`config.mk`:
```
export PLATFORM = sky130hd
export DESIGN_NAME = dgbq_ctrl
export DESIGN_NICKNAME = d
export VERILOG_FILES = /design/src/rtl/core/dgbq_pkg.sv /design/src/rtl/core/dgbq_ctrl.sv
export SDC_FILE = /design/constraint.sdc
export NUM_CORES = 1
export LEC_CHECK = 0
export BUFFER_PORTS_ARGS = -buffer_cell sky130_fd_sc_hd__buf_2
export CORE_MARGIN = 2
export CORE_UTILIZATION = 52
export DETAILED_ROUTE_END_ITERATION = 8
export PLACE_DENSITY = 0.83
export SYNTH_ARGS = -nofsm -noshare
export SYNTH_HDL_FRONTEND = slang
export SYNTH_SLANG_ARGS = --single-unit
```
`constraint.sdc`:
```
create_clock -name clk -period 3.2 [get_ports clk]
set_input_delay 0.8 -clock clk [delete_from_list [all_inputs] [get_ports clk]]
set_output_delay 0.8 -clock clk [all_outputs]
set_load 0.1 [all_outputs]
```
`src/rtl/core/dgbq_pkg.sv`:
```
`default_nettype none

package dgbq_pkg;

    localparam int FRAC_BITS = 8;
    localparam int COL_BITS  = 8;
    localparam int ROW_BITS  = 8;
    localparam int GRID_COLS = 1 << COL_BITS;
    localparam int GRID_ROWS = 1 << ROW_BITS;
    localparam int ADDR_BITS = COL_BITS + ROW_BITS;
    localparam int CELLS     = 1 << ADDR_BITS;

    localparam int POS_W     = 24;
    localparam int POS_FRAC  = 16;
    localparam int DIST_W    = 16;
    localparam int GRAD_W    = 24;
    localparam int INV_W     = 16;
    localparam int DIM_W     = 9;
    localparam int CFG_W     = 24;
    localparam int CFG_IDX_W = 3;
    localparam int STAT_W    = 2;
    localparam int CELL_W    = DIST_W + 1;

    typedef enum logic [CFG_IDX_W-1:0] {
        CFG_ORIGIN_X    = 3'd0,
        CFG_ORIGIN_Y    = 3'd1,
        CFG_INV_RES     = 3'd2,
        CFG_GRID_WIDTH  = 3'd3,
        CFG_GRID_HEIGHT = 3'd4,
        CFG_FAR_DIST    = 3'd5
    } cfg_idx_t;

    localparam logic [STAT_W-1:0] ST_OK      = 2'd0;
    localparam logic [STAT_W-1:0] ST_OUTSIDE = 2'd1;
    localparam logic [STAT_W-1:0] ST_NONFIN  = 2'd2;

    localparam logic signed [DIST_W-1:0] NONFINITE = 16'sh8000;

    typedef struct packed {
        logic       accept;
        logic       clear;
        logic       mul;
        logic       chk;
        logic [1:0] rd_quad;
        logic       cap;
        logic [1:0] cap_quad;
        logic       mix;
        logic       prod;
        logic       fin;
    } dgbq_cmd_t;

    typedef struct packed {
        logic query;
        logic hit;
        logic clr_last;
    } dgbq_sts_t;

endpackage

`default_nettype wire

```
`src/rtl/core/dgbq_ctrl.sv`:
```
`default_nettype none

module dgbq_ctrl
    import dgbq_pkg::*;
(
    input  wire logic      clk,
    input  wire logic      rst_n,
    input  wire logic      start,
    input  wire dgbq_sts_t sts,
    output dgbq_cmd_t      cmd,
    output logic           busy,
    output logic           done
);

    typedef enum logic [11:0] {
        S_IDLE  = 12'b0000_0000_0001,
        S_CLEAR = 12'b0000_0000_0010,
        S_MUL   = 12'b0000_0000_0100,
        S_CHK   = 12'b0000_0000_1000,
        S_RD0   = 12'b0000_0001_0000,
        S_RD1   = 12'b0000_0010_0000,
        S_RD2   = 12'b0000_0100_0000,
        S_RD3   = 12'b0000_1000_0000,
        S_RD4   = 12'b0001_0000_0000,
        S_MIX   = 12'b0010_0000_0000,
        S_PROD  = 12'b0100_0000_0000,
        S_FIN   = 12'b1000_0000_0000
    } state_t;

    state_t state_reg;
    state_t state_next;
    logic   done_reg;

    always_comb
    begin
        state_next = state_reg;
        unique case (state_reg)
            S_IDLE:
            begin
                if (start && sts.query)
                begin
                    state_next = S_MUL;
                end
            end
            S_CLEAR:
            begin
                if (sts.clr_last)
                begin
                    state_next = S_IDLE;
                end
            end
            S_MUL:   state_next = S_CHK;
            S_CHK:   state_next = sts.hit ? S_RD0 : S_FIN;
            S_RD0:   state_next = S_RD1;
            S_RD1:   state_next = S_RD2;
            S_RD2:   state_next = S_RD3;
            S_RD3:   state_next = S_RD4;
            S_RD4:   state_next = S_MIX;
            S_MIX:   state_next = S_PROD;
            S_PROD:  state_next = S_FIN;
            S_FIN:   state_next = S_IDLE;
            default: state_next = S_IDLE;
        endcase
    end

    always_comb
    begin
        cmd        = '0;
        cmd.accept = (state_reg == S_IDLE) && start;
        cmd.clear  = (state_reg == S_CLEAR);
        cmd.mul    = (state_reg == S_MUL);
        cmd.chk    = (state_reg == S_CHK);
        cmd.mix    = (state_reg == S_MIX);
        cmd.prod   = (state_reg == S_PROD);
        cmd.fin    = (state_reg == S_FIN);
        unique case (state_reg)
            S_RD0:   cmd.rd_quad = 2'd0;
            S_RD1:   cmd.rd_quad = 2'd1;
            S_RD2:   cmd.rd_quad = 2'd2;
            S_RD3:   cmd.rd_quad = 2'd3;
            default: cmd.rd_quad = 2'd0;
        endcase
        unique case (state_reg)
            S_RD1:
            begin
                cmd.cap      = 1'b1;
                cmd.cap_quad = 2'd0;
            end
            S_RD2:
            begin
                cmd.cap      = 1'b1;
                cmd.cap_quad = 2'd1;
            end
            S_RD3:
            begin
                cmd.cap      = 1'b1;
                cmd.cap_quad = 2'd2;
            end
            S_RD4:
            begin
                cmd.cap      = 1'b1;
                cmd.cap_quad = 2'd3;
            end
            default:
            begin
                cmd.cap      = 1'b0;
                cmd.cap_quad = 2'd0;
            end
        endcase
    end

    always_ff @(posedge clk or negedge rst_n)
    begin
        if (!rst_n)
        begin
            state_reg <= S_CLEAR;
            done_reg  <= 1'b0;
        end
        else
        begin
            state_reg <= state_next;
            done_reg  <= (state_reg == S_FIN);
        end
    end

    assign busy = (state_reg != S_IDLE);
    assign done = done_reg;

endmodule

`default_nettype wire

```
==> flow_summary.yaml <==
sta:
  tns_ps: 0
  slew_headroom: 0.594
  fin_crit_sh: 0.975
  skew_ps: 2.39
  final_hold_viol_count: 0
  tightest_slew_ps: 601
  rsz0062_at_grt: "false"
  finalSetupViolations: 0
  period_needed_ps: 3120
  fmax_mhz: 321
  maxSlewViolCount: 0
power_and_ir_drop:
  p_leak_nw: 0.480
  p_seq_frac: 0.311
  pwr-share-comb: 0.529
  power_mw: 0.645
  p_clk_frac: 0.160
  p_int_mw: 0.317
  ir_drop_uv: 591
  powerDensity_mw_per_mm2: 642
  switching_share: 0.509
  p_sw_mw: 0.329
clock_tree:
  cts_tree: "built"
  clk_latency_ps: 280
  cts_sinks: 13
  root_buffer: "clkbuf_4"
  h-tree-depth: 1
  clock_path_buffers: 2
  postCtsHoldBufs: 0
  path_clk_slew_ps: 80
  cts_buffers: 3
layout:
  insertedDiodeCount: 0
  syn_to_final_growth_pct: 13.6
  n_fill_cell: 123
  final_area_sq_mm: 0.00100
  fin_util: 0.644
  drive_gt1_frac: 0.410
  final_cell_mix: "buf_2 (15), dfrtp_1 (12), nor2_1 (9)"
  nNetsFinal: 112
  largest_register_ffs: 12
  final_common_cell: "buf_2"
yosys:
  synth-seq-area-share: 0.369
  synth_area_sq_um: 885
  avgSynthCellArea_sq_um: 10.1
  yosys.area.top_type_share: 0.339
  yosys.area.top_type: "dfrtp_1"
  synth_area_leaders: "dfrtp_1 (34%), nor4_2 (5.7%), nor4b_1 (4.0%), xnor2_1 (4.0%), nor2_1 (3.8%)"
  yosys_warnings: 0
  ys_seq_elements: 13
  synth_cells: 88
  synth.distinct_cells: 38
  syn_nets: 94
worst_setup_path:
  startpoint_type: "flop"
  cp_slowest_cell: "or4_4"
  worst_ep_required_time_ps: 2400
  crit_type: "flop to primary output"
  critPathMaxFanout: 10
  end_kind: "primary output"
  max_stage_delay_ps: 570
  cp.arrival_ps: 2320
  crit_chain: "or4_4 -> nor2_4 -> nand2_2 -> nor4_2 -> buf_2"
placement:
  post_dp_cell_area_sq_um: 965
  gp_congestion: 0.837
  io_buffers: 19
  hpwl_um: 1260
detailed_routing:
  first_iter_violations: 12
  routedWlPerCell_um: 14.3
  drt_wl_total_um: 1730
  viasPerCell: 6.04
  drtPass1Iterations: 4
  vias: 731
  ant_nets: 0
  drc: 0
floorplanning:
  coreArea_sq_mm: 0.00156
  start_util: 0.567
  io_pins: 20
  num_rows: 14
  die_area_sq_mm: 0.00205
  die_h_um: 45.2
  die_w_um: 45.2
global_routing:
  grt_pass1_wl_um: 3030
  grt_max_degree: 14
  grt_overflow: 0
  track_usage: 0.210
  antenna_found_initial: 0
  grt_pass1_vias: 717
outcome:
  status: "finished clean"
job:
  cap_violations: 0
min_path:
  hp-class: "input pin to asynchronous set/reset pin"
[timing repair]
| action | CTS | global route |
|---|---|---|
| resized for setup | 1 | 4 |
| setup buffers | 0 | 0 |
| setup endpoints to repair | 1 | 4 |
| pin swaps | 0 | 0 |
[final cells by class]
cell class                      instances  area [sq um]  area share
Inverter                                4          15.0      0.0149
Timing Repair Buffer                   20           116       0.116
Clock buffer                            4          26.3      0.0262
Sequential cell                        13           327       0.325
Tap cell                               16          20.0      0.0199
Multi-Input combinational cell         64           500       0.498
[power groups by stage]
stage / Combinational (mW) / Sequential [mW] / Clock [mW]
floorplan: 0.292 / 0.195 / 0
global placement: 0.325 / 0.202 / 0
detailed placement: 0.330 / 0.202 / 0
CTS: 0.335 / 0.200 / 0.104
global route: 0.360 / 0.203 / 0.114
finish: 0.341 / 0.201 / 0.103
[cells in the mapped netlist]
library cell / number
and2_1: 1
nor3_4: 1
buf_4: 4
o21a_1: 1
inv_2: 1
a21o_1: 1
nand3_1: 1
nand2_1: 4
nand2_2: 1
a21oi_1: 2
dfrtp_1: 12
a22o_1: 1
dfstp_2: 1
nor2_2: 1
and3_2: 1
nor3_1: 6
a211oi_1: 1
and4b_2: 3
o41ai_1: 1
or3_1: 1
nand2_4: 1
nor3b_1: 2
nor2_4: 1
and2b_1: 1
nor4_1: 2
xnor2_1: 4
and3_1: 2
nor4b_1: 4
or2_4: 1
nor4_2: 4
o21ai_0: 2
nor4b_4: 1
xor2_1: 1
and4b_1: 1
nor2_1: 9
or4_4: 1
buf_6: 3
inv_1: 3
[metal layers]
metal  global-route usage  vias to the layer above  share of wire
met5                    0                        -              0
met4                0.129                        0          0.024
li1                     -                      349              -
met1                0.268                      348           0.41
met3               0.0240                        7          0.049
met2                0.337                       27           0.52
[cells by family after synthesis]
| logic type | share of synthesized area |
|---|---|
| flip-flops | 0.369 |
| AND/OR/NAND/NOR | 0.424 |
| buffers and inverters | 0.0891 |
| XOR/XNOR | 0.0495 |
| AO/OA/AOI/OAI | 0.0679 |
[worst max-delay path, delay by kind of cell, from the launching register on]
family | cells | cell delay [ps]
AND/OR/NAND/NOR | 4 | 1100
buffers and inverters | 1 | 460
flip-flops | 1 | 470
[path summary, 6_finish.rpt]
check | from | end | slack [ps] | cells past startpoint
min | rst_n | state_reg[4] | 390 | 1
max reg2reg | state_reg[4] | state_reg[0] | 1330 | 6
min reg2reg | state_reg[10] | done | 630 | 1
max in group asynchronous | rst_n | state_reg[1] | 2540 | 1
min in group clk | state_reg[10] | done | 630 | 1
max | state_reg[2] | cmd[4] | 80 | 5
[stage by stage]
| step | worst slack [ps] | hold WS, ps | instances |
|---|---|---|---|
| after floorplan | -610 | 504 | 88 |
| after global placement | 389 | 598 | 117 |
| after detailed placement | 333 | 619 | 117 |
| after CTS | 71.9 | 402 | 121 |
| after global routing | 7.28 | 409 | 121 |
| final | 80.3 | 387 | 121 |
Power figures use the tool's default switching activity.
